--- config.mk ---
export PLATFORM = sky130hd
export DESIGN_NAME = partial_l4_checksum_fixup
export DESIGN_NICKNAME = d
export VERILOG_FILES = /design/src/design/pl4c_pkg.sv /design/src/design/partial_l4_checksum_fixup.sv
export VERILOG_INCLUDE_DIRS = /design/src /design/src/design
export SDC_FILE = /design/constraint.sdc
export NUM_CORES = 1
export LEC_CHECK = 0
export ABC_AREA = 0
export BUFFER_PORTS_ARGS = -buffer_cell sky130_fd_sc_hd__buf_2
export CAP_MARGIN = 30
export CORE_ASPECT_RATIO = 0.8
export CORE_MARGIN = 2
export CORE_UTILIZATION = 56
export CTS_BUF_LIST = sky130_fd_sc_hd__clkbuf_8
export DETAILED_ROUTE_END_ITERATION = 12
export HOLD_SLACK_MARGIN = 0.12
export PLACE_DENSITY_LB_ADDON = 0.15
export SLEW_MARGIN = 20
export SYNTH_ARGS = -nofsm -noshare
export SYNTH_HDL_FRONTEND = slang
export SYNTH_SLANG_ARGS = --single-unit
--- constraint.sdc ---
create_clock -name clk -period 9.75 [get_ports clk]
set_input_delay 0.4875 -clock clk [delete_from_list [all_inputs] [get_ports clk]]
set_output_delay 0.4875 -clock clk [all_outputs]
set_load 0.05 [all_outputs]
--- src/design/partial_l4_checksum_fixup_defines.svh ---
// ----------------------------------------------------------------------------
// Assertion macros for the partial L4 checksum fixup block
// Concurrent checks on the rising edge of clk; they compile away under SYNTHESIS.
// ----------------------------------------------------------------------------
`ifndef PARTIAL_L4_CHECKSUM_FIXUP_DEFINES_SVH
`define PARTIAL_L4_CHECKSUM_FIXUP_DEFINES_SVH

`ifndef SYNTHESIS
// Check that is switched off while reset is high.
`define PL4C_ASSERT(lbl, prop, msg) \
  lbl: assert property (@(posedge clk) disable iff (rst) prop) else $error(msg);
// Check that also holds while reset is high.
`define PL4C_ASSERT_ALWAYS(lbl, prop, msg) \
  lbl: assert property (@(posedge clk) prop) else $error(msg);
`else
`define PL4C_ASSERT(lbl, prop, msg)
`define PL4C_ASSERT_ALWAYS(lbl, prop, msg)
`endif

`endif

--- src/design/pl4c_pkg.sv ---
`timescale 1ns / 1ps
// ----------------------------------------------------------------------------
// pl4c_pkg
// Constants, types and ones' complement helpers for the L4 checksum fixup.
// ----------------------------------------------------------------------------
package pl4c_pkg;

  localparam int MAX_FRAME_BYTES = 2048;
  localparam int POS_W = $clog2(MAX_FRAME_BYTES + 1);
  // The compare width covers both the frame position and a 16-bit length plus 14.
  localparam int CMP_W = (POS_W > 17) ? POS_W : 17;
  localparam logic [POS_W-1:0] MAX_POS = POS_W'(MAX_FRAME_BYTES);

  localparam logic [15:0] ETHERTYPE_IPV4 = 16'h0800;
  localparam logic [3:0]  IP_VERSION4    = 4'd4;
  localparam logic [7:0]  PROTO_TCP      = 8'd6;
  localparam logic [7:0]  PROTO_UDP      = 8'd17;
  localparam logic [6:0]  ETH_HDR_BYTES  = 7'd14;
  localparam logic [5:0]  MIN_IP_HDR     = 6'd20;
  localparam logic [6:0]  MIN_FRAME      = 7'd34;
  localparam logic [4:0]  TCP_CSUM_OFF   = 5'd16;
  localparam logic [4:0]  UDP_CSUM_OFF   = 5'd6;

  // Frame offsets of the header bytes that are captured.
  localparam logic [POS_W-1:0] POS_ETYPE_HI = POS_W'(12);
  localparam logic [POS_W-1:0] POS_ETYPE_LO = POS_W'(13);
  localparam logic [POS_W-1:0] POS_IP_VHL   = POS_W'(14);
  localparam logic [POS_W-1:0] POS_TLEN_HI  = POS_W'(16);
  localparam logic [POS_W-1:0] POS_TLEN_LO  = POS_W'(17);
  localparam logic [POS_W-1:0] POS_FRAG_HI  = POS_W'(20);
  localparam logic [POS_W-1:0] POS_FRAG_LO  = POS_W'(21);
  localparam logic [POS_W-1:0] POS_PROTO    = POS_W'(23);
  localparam logic [POS_W-1:0] POS_ADDR_FIRST = POS_W'(26);
  localparam logic [POS_W-1:0] POS_ADDR_LAST  = POS_W'(33);

  // Everything the result stage needs about one finished frame.
  typedef struct packed {
    logic             fix_enable;
    logic             length_overflow;
    logic [POS_W-1:0] frame_len;
    logic [15:0]      ether_type;
    logic [3:0]       ip_version;
    logic [5:0]       header_bytes;
    logic [15:0]      total_length;
    logic             fragment_nonzero;
    logic [7:0]       protocol_number;
    logic [15:0]      address_sum;
    logic [15:0]      stored_checksum;
    logic [15:0]      segment_sum;
  } frame_summary_t;

  // Ones' complement add of two 16-bit values; one end-around fold is enough.
  function automatic logic [15:0] oc_add(input logic [15:0] a, input logic [15:0] b);
    logic [16:0] s;
    s = {1'b0, a} + {1'b0, b};
    return s[15:0] + {15'd0, s[16]};
  endfunction

  // Folds a plain sum of a few 16-bit terms into its ones' complement value.
  function automatic logic [15:0] oc_fold(input logic [18:0] s);
    logic [16:0] t;
    t = {1'b0, s[15:0]} + {14'd0, s[18:16]};
    return t[15:0] + {15'd0, t[16]};
  endfunction

endpackage

--- src/design/partial_l4_checksum_fixup.sv ---
`timescale 1ns / 1ps
`include "partial_l4_checksum_fixup_defines.svh"
// ----------------------------------------------------------------------------
// partial_l4_checksum_fixup
// Completes a partial TCP/UDP checksum of an IPv4 Ethernet frame.
// ----------------------------------------------------------------------------
//   channel   direction  payload
//   cfg       in         cfg_data = fix_enable
//   s_*       in         tdata[7:0] = frame_byte, tlast = last_byte
//   m_*       out        tdata = patch_valid, checksum_offset, new_checksum
//
// One frame byte is taken every cycle while s_tready is high; the parse and
// running sums are updated in the cycle the byte is accepted. The last byte
// of a frame moves a summary into a finish register; from there the verdict
// moves on into the result register once that register is free.
// Reset clears the parse state and sets fix_enable to 1. s_tready drops only
// while the finish register is full and cannot move into a stalled result
// register.
// ----------------------------------------------------------------------------
module partial_l4_checksum_fixup
  import pl4c_pkg::*;
(
  input  logic        clk,
  input  logic        rst,
  input  logic        cfg_valid,
  output logic        cfg_ready,
  input  logic        cfg_data,      // fix_enable
  input  logic        s_tvalid,
  output logic        s_tready,
  input  logic [7:0]  s_tdata,       // [7:0] frame_byte
  input  logic        s_tlast,       // last_byte
  output logic        m_tvalid,
  input  logic        m_tready,
  output logic [23:0] m_tdata        // [0] patch_valid, [7:1] checksum_offset,
                                     // [23:8] new_checksum
);

  logic fix_enable;

  logic [POS_W-1:0] byte_position, byte_position_next;
  logic             length_overflow, length_overflow_next;
  logic [15:0]      ether_type, ether_type_next;
  logic [3:0]       ip_version, ip_version_next;
  logic [5:0]       header_bytes, header_bytes_next;
  logic [15:0]      total_length, total_length_next;
  logic             fragment_nonzero, fragment_nonzero_next;
  logic [7:0]       protocol_number, protocol_number_next;
  logic [15:0]      address_sum, address_sum_next;
  logic [15:0]      stored_checksum, stored_checksum_next;
  logic [15:0]      segment_sum, segment_sum_next;

  logic [CMP_W-1:0] pos_w, seg_start, seg_index;
  logic [15:0]      ip_payload_len;
  logic             in_segment;
  logic [4:0]       field_off;
  logic [7:0]       seg_byte;

  frame_summary_t fin;
  logic           fin_valid;
  logic           fin_advance;
  logic           in_accept;

  logic             out_valid;
  logic             out_patch;
  logic [6:0]       out_offset;
  logic [15:0]      out_checksum;

  logic             f_tcp, f_udp;
  logic [4:0]       f_off;
  logic [15:0]      f_trlen;
  logic [CMP_W-1:0] f_len_w;
  logic             f_checks_ok;
  logic [18:0]      pseudo_raw, total_raw;
  logic [15:0]      pseudo, fixed_sum;
  logic             f_patch;
  logic [6:0]       f_offset;

  assign cfg_ready   = 1'b1;
  assign s_tready    = !fin_valid || fin_advance;
  assign in_accept   = s_tvalid && s_tready;
  assign fin_advance = fin_valid && (!out_valid || m_tready);

  assign m_tvalid = out_valid;
  assign m_tdata  = {out_checksum, out_offset, out_patch};

  always_ff @(posedge clk) begin
    if (rst) begin
      fix_enable <= 1'b1;
    end else if (cfg_valid) begin
      fix_enable <= cfg_data;
    end
  end

  // Header capture and running sums for the byte on the input.
  always_comb begin
    ether_type_next       = ether_type;
    ip_version_next       = ip_version;
    header_bytes_next     = header_bytes;
    total_length_next     = total_length;
    fragment_nonzero_next = fragment_nonzero;
    protocol_number_next  = protocol_number;
    address_sum_next      = address_sum;
    stored_checksum_next  = stored_checksum;
    segment_sum_next      = segment_sum;
    byte_position_next    = byte_position;
    length_overflow_next  = length_overflow;

    unique case (byte_position)
      POS_ETYPE_HI: ether_type_next = {s_tdata, ether_type[7:0]};
      POS_ETYPE_LO: ether_type_next = {ether_type[15:8], s_tdata};
      POS_IP_VHL: begin
        ip_version_next   = s_tdata[7:4];
        header_bytes_next = {s_tdata[3:0], 2'b00};
      end
      POS_TLEN_HI:  total_length_next = {s_tdata, total_length[7:0]};
      POS_TLEN_LO:  total_length_next = {total_length[15:8], s_tdata};
      POS_FRAG_HI:  fragment_nonzero_next = (s_tdata[5:0] != 6'd0);
      POS_FRAG_LO: begin
        if (s_tdata != 8'd0) begin
          fragment_nonzero_next = 1'b1;
        end
      end
      POS_PROTO:    protocol_number_next = s_tdata;
      default: ;
    endcase

    if (byte_position >= POS_ADDR_FIRST && byte_position <= POS_ADDR_LAST) begin
      address_sum_next = oc_add(address_sum,
                                byte_position[0] ? {8'h00, s_tdata} : {s_tdata, 8'h00});
    end

    // The segment window uses the header fields as updated by this same byte.
    pos_w          = CMP_W'(byte_position);
    seg_start      = CMP_W'(ETH_HDR_BYTES) + CMP_W'(header_bytes_next);
    seg_index      = pos_w - seg_start;
    ip_payload_len = total_length_next - {10'd0, header_bytes_next};
    in_segment     = (pos_w >= seg_start) && (total_length_next >= {10'd0, header_bytes_next})
                     && (seg_index < CMP_W'(ip_payload_len));
    field_off      = (protocol_number_next == PROTO_TCP) ? TCP_CSUM_OFF : UDP_CSUM_OFF;
    seg_byte       = s_tdata;

    if (in_segment) begin
      // The checksum bytes are captured and summed as zero.
      if (seg_index == CMP_W'(field_off)) begin
        stored_checksum_next = {s_tdata, stored_checksum[7:0]};
        seg_byte             = 8'h00;
      end else if (seg_index == CMP_W'(field_off) + CMP_W'(1)) begin
        stored_checksum_next = {stored_checksum[15:8], s_tdata};
        seg_byte             = 8'h00;
      end
      segment_sum_next = oc_add(segment_sum,
                                seg_index[0] ? {8'h00, seg_byte} : {seg_byte, 8'h00});
    end

    if (byte_position >= MAX_POS) begin
      length_overflow_next = 1'b1;
    end else begin
      byte_position_next = byte_position + POS_W'(1);
    end
  end

  always_ff @(posedge clk) begin
    if (rst || (in_accept && s_tlast)) begin
      byte_position    <= '0;
      length_overflow  <= 1'b0;
      ether_type       <= '0;
      ip_version       <= '0;
      header_bytes     <= '0;
      total_length     <= '0;
      fragment_nonzero <= 1'b0;
      protocol_number  <= '0;
      address_sum      <= '0;
      stored_checksum  <= '0;
      segment_sum      <= '0;
    end else if (in_accept) begin
      byte_position    <= byte_position_next;
      length_overflow  <= length_overflow_next;
      ether_type       <= ether_type_next;
      ip_version       <= ip_version_next;
      header_bytes     <= header_bytes_next;
      total_length     <= total_length_next;
      fragment_nonzero <= fragment_nonzero_next;
      protocol_number  <= protocol_number_next;
      address_sum      <= address_sum_next;
      stored_checksum  <= stored_checksum_next;
      segment_sum      <= segment_sum_next;
    end
  end

  always_ff @(posedge clk) begin
    if (rst) begin
      fin_valid <= 1'b0;
    end else if (in_accept && s_tlast) begin
      fin_valid <= 1'b1;
    end else if (fin_advance) begin
      fin_valid <= 1'b0;
    end
  end

  always_ff @(posedge clk) begin
    if (in_accept && s_tlast) begin
      fin.fix_enable       <= fix_enable;
      fin.length_overflow  <= length_overflow_next;
      fin.frame_len        <= byte_position_next;
      fin.ether_type       <= ether_type_next;
      fin.ip_version       <= ip_version_next;
      fin.header_bytes     <= header_bytes_next;
      fin.total_length     <= total_length_next;
      fin.fragment_nonzero <= fragment_nonzero_next;
      fin.protocol_number  <= protocol_number_next;
      fin.address_sum      <= address_sum_next;
      fin.stored_checksum  <= stored_checksum_next;
      fin.segment_sum      <= segment_sum_next;
    end
  end

  // Verdict for a finished frame.
  always_comb begin
    f_tcp   = (fin.protocol_number == PROTO_TCP);
    f_udp   = (fin.protocol_number == PROTO_UDP);
    f_off   = f_tcp ? TCP_CSUM_OFF : UDP_CSUM_OFF;
    f_trlen = fin.total_length - {10'd0, fin.header_bytes};
    f_len_w = CMP_W'(fin.frame_len);

    f_checks_ok = fin.fix_enable && !fin.length_overflow
                  && (f_len_w >= CMP_W'(MIN_FRAME))
                  && (fin.ether_type == ETHERTYPE_IPV4)
                  && (fin.ip_version == IP_VERSION4)
                  && (fin.header_bytes >= MIN_IP_HDR)
                  && (fin.total_length >= {10'd0, fin.header_bytes})
                  && (CMP_W'(fin.total_length) + CMP_W'(ETH_HDR_BYTES) <= f_len_w)
                  && !fin.fragment_nonzero
                  && (f_tcp || f_udp)
                  && (f_trlen >= {11'd0, f_off} + 16'd2);

    // A single fold of the plain sum equals the chain of end-around adds.
    pseudo_raw = {3'd0, fin.address_sum} + {11'd0, fin.protocol_number} + {3'd0, f_trlen};
    total_raw  = pseudo_raw + {3'd0, fin.segment_sum};
    pseudo     = oc_fold(pseudo_raw);
    fixed_sum  = ~oc_fold(total_raw);
    if (f_udp && fixed_sum == 16'h0000) begin
      fixed_sum = 16'hffff;
    end

    f_patch  = f_checks_ok
               && ((fin.stored_checksum == pseudo) || (fin.stored_checksum == ~pseudo));
    f_offset = ETH_HDR_BYTES + {1'b0, fin.header_bytes} + {2'b00, f_off};
  end

  always_ff @(posedge clk) begin
    if (rst) begin
      out_valid <= 1'b0;
    end else if (fin_advance) begin
      out_valid <= 1'b1;
    end else if (m_tready) begin
      out_valid <= 1'b0;
    end
  end

  always_ff @(posedge clk) begin
    if (fin_advance) begin
      out_patch    <= f_patch;
      out_offset   <= f_patch ? f_offset : 7'd0;
      out_checksum <= f_patch ? fixed_sum : 16'd0;
    end
  end

  `PL4C_ASSERT(a_no_patch_zero_fields, m_tvalid && !m_tdata[0] |-> m_tdata[23:1] == 23'd0, "result without patch carries nonzero fields")
  `PL4C_ASSERT(a_last_closes_frame, s_tvalid && s_tready && s_tlast |=> fin_valid && byte_position == '0, "last byte did not close the frame")
  `PL4C_ASSERT_ALWAYS(a_overflow_saturates, length_overflow |-> byte_position == MAX_POS, "overflow flagged below the position limit")

endmodule

==> run summary <==
In this run the deepest clock path goes through 3 buffers. After the last flow step, the layout net total stands at 2,326. The height of the die came out at 166 µm. First-iteration detailed-routing DRC count: 1,467. The arrival time at the worst endpoint is 9.70 ns, and the ratio of routed vias to standard cells is 6.01. The path with the worst hold slack has its endpoint at m_tvalid.

Slew of the pin with the lowest slew margin: 0.961 ns. In this run the count of I/O pins placed on the die edge is 42. Category of the worst setup path capture point: a flop.

VDD sags by at most 0.0987 mV. Fill cells in the final layout number 2,736. Dividing the detail-routed wire length by the instance count gives 20.0 µm. For the final routed database, the setup TNS stands at 0 ns. The start point of the worst min-delay path is m_tready. The clock arrives with 0.0296 ns of skew. The synthesis-to-finish area growth was 13.0%. The path class of the tightest hold or removal check is in -> reg. Measured along the x axis, the die boundary spans 207 µm. The number of clock buffers added by TritonCTS is 43. Of the cells placed in the final design, the portion with a size suffix greater than 1 is 15.7%. After synthesis, the largest area contributor takes up 22.4% of total cell area. The clock latency of the later-clocked register in the worst-skew pair was 0.59 ns. The largest individual stage delay along the critical path comes from the cell sky130_fd_sc_hd__fa_1.

The number of global-route vias before repair was 14,524; the internal reg-to-reg setup slack was 0.50 ns. Cell count after synthesis: 2,031. The critical path data required time came out at 10.19 ns.

Clock-pin slew was measured on the worst setup and hold paths at 0.06 ns. The run gives 32,400 µm² as the standard cell core area. The count of distinct cell types in the synthesized netlist is 89.

The run gives 34,300 µm² as the die outline area. The worst register-to-register path ends at out_checksum[7]. The total power per unit cell area was 165 nW/µm².

Yosys printed 0 warnings. The clock period could shrink to 9.25 ns. The number of nets handed over by synthesis was 2,209. After layout, the worst path uses 94.9% of the clock period.

The run gives 59 as the row count. TritonCTS built the clock tree. The congestion estimate from routability-driven global placement came to 0.973. The average footprint of a synthesized cell is 9.05 µm². The tools report the maximum clock rate as 0.108 GHz. The tools report the total length of routed wires as 52,300 µm. The total via count in the routed design was 15,684; the setup violation total in the final timing report was 0. Measured in cells, the most critical reg-to-reg path has a length of 45. The initial antenna violation count is 1.

Yosys attributes the largest share of cell area to sky130_fd_sc_hd__edfxtp_1 (22%), sky130_fd_sc_hd__dfxtp_1 (13%), sky130_fd_sc_hd__ha_1 (9.9%), sky130_fd_sc_hd__xnor2_1 (5.2%), sky130_fd_sc_hd__nand2_1 (4.2%). The tools report the beginning of the worst register-to-register path as fin[57]. The total count of hold-check failures in the final report is 0, and the sequential area share after synthesis is 34.9%. The delay of the slowest cell on the worst path was 0.48 ns.

The remaining global-route overflow was 0; the share of flip-flops with an asynchronous set or reset was 0%. The run gives 0 as the count of pins over their slew limit. The first global-routing pass estimated 80,700 µm of wire. The commonest register cell after synthesis is sky130_fd_sc_hd__edfxtp_1.

The count of flip-flops with a built-in enable after synthesis came out at 137. The run gives 0.00853 µW as the leakage dissipation. The run finished with clean final reports. The startpoint class of the critical path was a flop. 0 antenna diodes ended up in the layout. The post-detailed-route count of antenna-violating nets is 0, and the synthesis-stage register bit count is 252.

The buffer type at the clock tree root was sky130_fd_sc_hd__clkbuf_8. CTS built an H-tree with a depth of 2. Across every metal layer, demand over resource in global routing totals 30.2%.

The total of max-cap violations was 0; the final design utilization was 64.1%. After synthesis the cells add up to 18,400 µm². Input and output buffers added on the ports amount to 40. The count of unresolved DRC violations after routing is 0, and the pin count of the biggest net entering global routing is 67.

For the effective utilization at floorplan, the log shows 56.7%. Measured against its own limit, the worst slew margin works out to 35.5%. Counting instances, the worst hold path has a depth of 4. Power comes to 3420 µW. The largest total area in the synthesized netlist belongs to sky130_fd_sc_hd__edfxtp_1. The total iterations of the first detailed-routing run is 7. The worst setup path is of the reg -> reg kind. The clock sink count was 252; the largest driver fanout on the critical path was 12. Summed over all nets, the half-perimeter wirelength after detailed placement is 38,400 µm.
## cell usage after synthesis, types with 5 or more instances
master and instances:
sky130_fd_sc_hd__o211ai_1 16, sky130_fd_sc_hd__o21ai_0 69, sky130_fd_sc_hd__a31oi_1 12, sky130_fd_sc_hd__and3_1 34
sky130_fd_sc_hd__clkbuf_1 61, sky130_fd_sc_hd__nor3_1 64, sky130_fd_sc_hd__dfxtp_1 115, sky130_fd_sc_hd__o2111ai_1 7
sky130_fd_sc_hd__nor4b_1 9, sky130_fd_sc_hd__nor3b_1 9, sky130_fd_sc_hd__o21ai_1 5, sky130_fd_sc_hd__a22o_1 30
sky130_fd_sc_hd__nor4_1 24, sky130_fd_sc_hd__o21a_1 15, sky130_fd_sc_hd__nand2b_1 12, sky130_fd_sc_hd__and2_1 34
sky130_fd_sc_hd__o21bai_1 12, sky130_fd_sc_hd__ha_1 145, sky130_fd_sc_hd__xnor2_1 109, sky130_fd_sc_hd__buf_1 7
sky130_fd_sc_hd__nor2_1 200, sky130_fd_sc_hd__o31ai_1 7, sky130_fd_sc_hd__a21o_1 32, sky130_fd_sc_hd__mux2i_1 23
sky130_fd_sc_hd__and4_1 8, sky130_fd_sc_hd__inv_1 100, sky130_fd_sc_hd__a211o_1 11, sky130_fd_sc_hd__or3_1 10
sky130_fd_sc_hd__xor2_1 62, sky130_fd_sc_hd__buf_2 8, sky130_fd_sc_hd__nand3b_1 7, sky130_fd_sc_hd__a211oi_1 21
sky130_fd_sc_hd__a21oi_1 115, sky130_fd_sc_hd__nand2_1 204, sky130_fd_sc_hd__mux2_2 48, sky130_fd_sc_hd__nor2b_1 32
sky130_fd_sc_hd__fa_1 18, sky130_fd_sc_hd__a21oi_2 12, sky130_fd_sc_hd__edfxtp_1 137, sky130_fd_sc_hd__nand3_1 54
sky130_fd_sc_hd__nand4_1 25, sky130_fd_sc_hd__or2_2 9
## area by class of cell
type / count / area (µm²) / share of cell area [%]
multi-input combinational: 1595 / 11500 / 55.3
sequential: 252 / 6420 / 30.9
tap: 427 / 534 / 2.57
clock buffer: 51 / 702 / 3.38
timing repair buffer: 153 / 1060 / 5.11
inverter: 103 / 389 / 1.87
clock inverter: 28 / 180 / 0.868
## critical path: cells and delay by family (launching register included)
kind / cells / cell delay (ns)
AO/OA/AOI/OAI: 11 / 1.94
buffers and inverters: 4 / 0.40
AND/OR/NAND/NOR: 20 / 3.33
flip-flops: 1 / 0.35
adder cells (fa/ha/maj): 7 / 2.37
XOR/XNOR: 3 / 0.71
## flip-flops by register name, indices dropped and copies added (netlist names), 4 cells and up
signal / count
segment_sum: 16
address_sum: 16
f_len_w: 12
header_bytes: 6
out_offset: 7
byte_position: 12
out_checksum: 16
protocol_number: 8
fin: 101
total_length: 16
ether_type: 16
ip_version: 4
stored_checksum: 16
## worst max path at each step
stage | startpoint | slack [ns] | to
2_1_floorplan | fin[57] | 0.55 | out_checksum[0]
3_3_place_gp | fin[57] | 0.09 | out_checksum[7]
3_5_place_dp | fin[57] | -0.17 | out_checksum[7]
4_1_cts | fin[57] | 0.05 | out_checksum[7]
5_1_grt | fin[57] | -0.09 | out_checksum[7]
6_report | fin[57] | 0.50 | out_checksum[7]
## power by group
part           leakage (µW)  internal, µW  switching (µW)  total [µW]
Sequential          0.00225          1140            20.4        1160
Clock              0.000504           531             455         986
Combinational       0.00577           490             788        1280
Total               0.00853          2160            1260        3420
## per-stage QoR
stage               hold WS [ns]  setup slack (ns)  instances  instance area, µm²
global placement           0.427            0.0878       2511               19500
detailed placement         0.420            -0.166       2511               19500
global route               0.224           -0.0863       2609               20800
floorplan                  0.401             0.550       2031               18400
CTS                        0.180            0.0543       2592               20400
finish                     0.205             0.497       2609               20800
## metal layers
layer / track usage [%] / routed length [µm] / up-vias
met4: 7.08 / 956 / 2
met3: 8.61 / 5300 / 70
met1: 46.1 / 24700 / 7437
met2: 41.5 / 21200 / 613
li1: - / - / 7562
met5: 1.86 / 83 / -
## logic make-up (layout without fill, tap and decap cells)
kind of cell | after synthesis | in the layout | share of synthesized area [%]
other cells | 1 | 1 | 0.0204
compound gates | 416 | 416 | 15.4
fa+ha+maj | 164 | 164 | 11.9
xor+xnor | 179 | 179 | 9.07
flops | 252 | 252 | 34.9
mux | 71 | 72 | 4.19
buf+inv | 185 | 335 | 4.02
simple gates | 763 | 763 | 20.5
## cells in the final DEF (no fill, tap or decap), types with 16 or more instances in the layout
cell type,instances
sky130_fd_sc_hd__nor2b_1,31
sky130_fd_sc_hd__a21o_1,32
sky130_fd_sc_hd__o211ai_1,16
sky130_fd_sc_hd__buf_2,40
sky130_fd_sc_hd__a22o_1,30
sky130_fd_sc_hd__a211oi_1,19
sky130_fd_sc_hd__xor2_1,59
sky130_fd_sc_hd__mux2_2,48
sky130_fd_sc_hd__fa_1,18
sky130_fd_sc_hd__nand3_1,53
sky130_fd_sc_hd__and3_1,34
sky130_fd_sc_hd__nand4_1,25
sky130_fd_sc_hd__a21oi_1,113
sky130_fd_sc_hd__o21ai_0,64
sky130_fd_sc_hd__nor3_1,63
sky130_fd_sc_hd__and2_1,32
sky130_fd_sc_hd__xnor2_1,105
sky130_fd_sc_hd__mux2i_1,23
sky130_fd_sc_hd__clkbuf_8,51
sky130_fd_sc_hd__buf_4,108
sky130_fd_sc_hd__nor4_1,24
sky130_fd_sc_hd__dfxtp_1,115
sky130_fd_sc_hd__edfxtp_1,137
sky130_fd_sc_hd__nor2_1,197
sky130_fd_sc_hd__nand2_1,203
sky130_fd_sc_hd__ha_1,141
sky130_fd_sc_hd__inv_1,113
## timing repair
item                                   in CTS  in global routing
gates cloned                                0                  1
pin swaps                                   0                 12
setup buffers                               0                 15
gates resized for setup                     4                 41
setup endpoints to repair                  12                 24
hold buffers                                2                  0
endpoints found under the hold margin       1                  0
No activity file was read; power rests on OpenSTA's default activity.
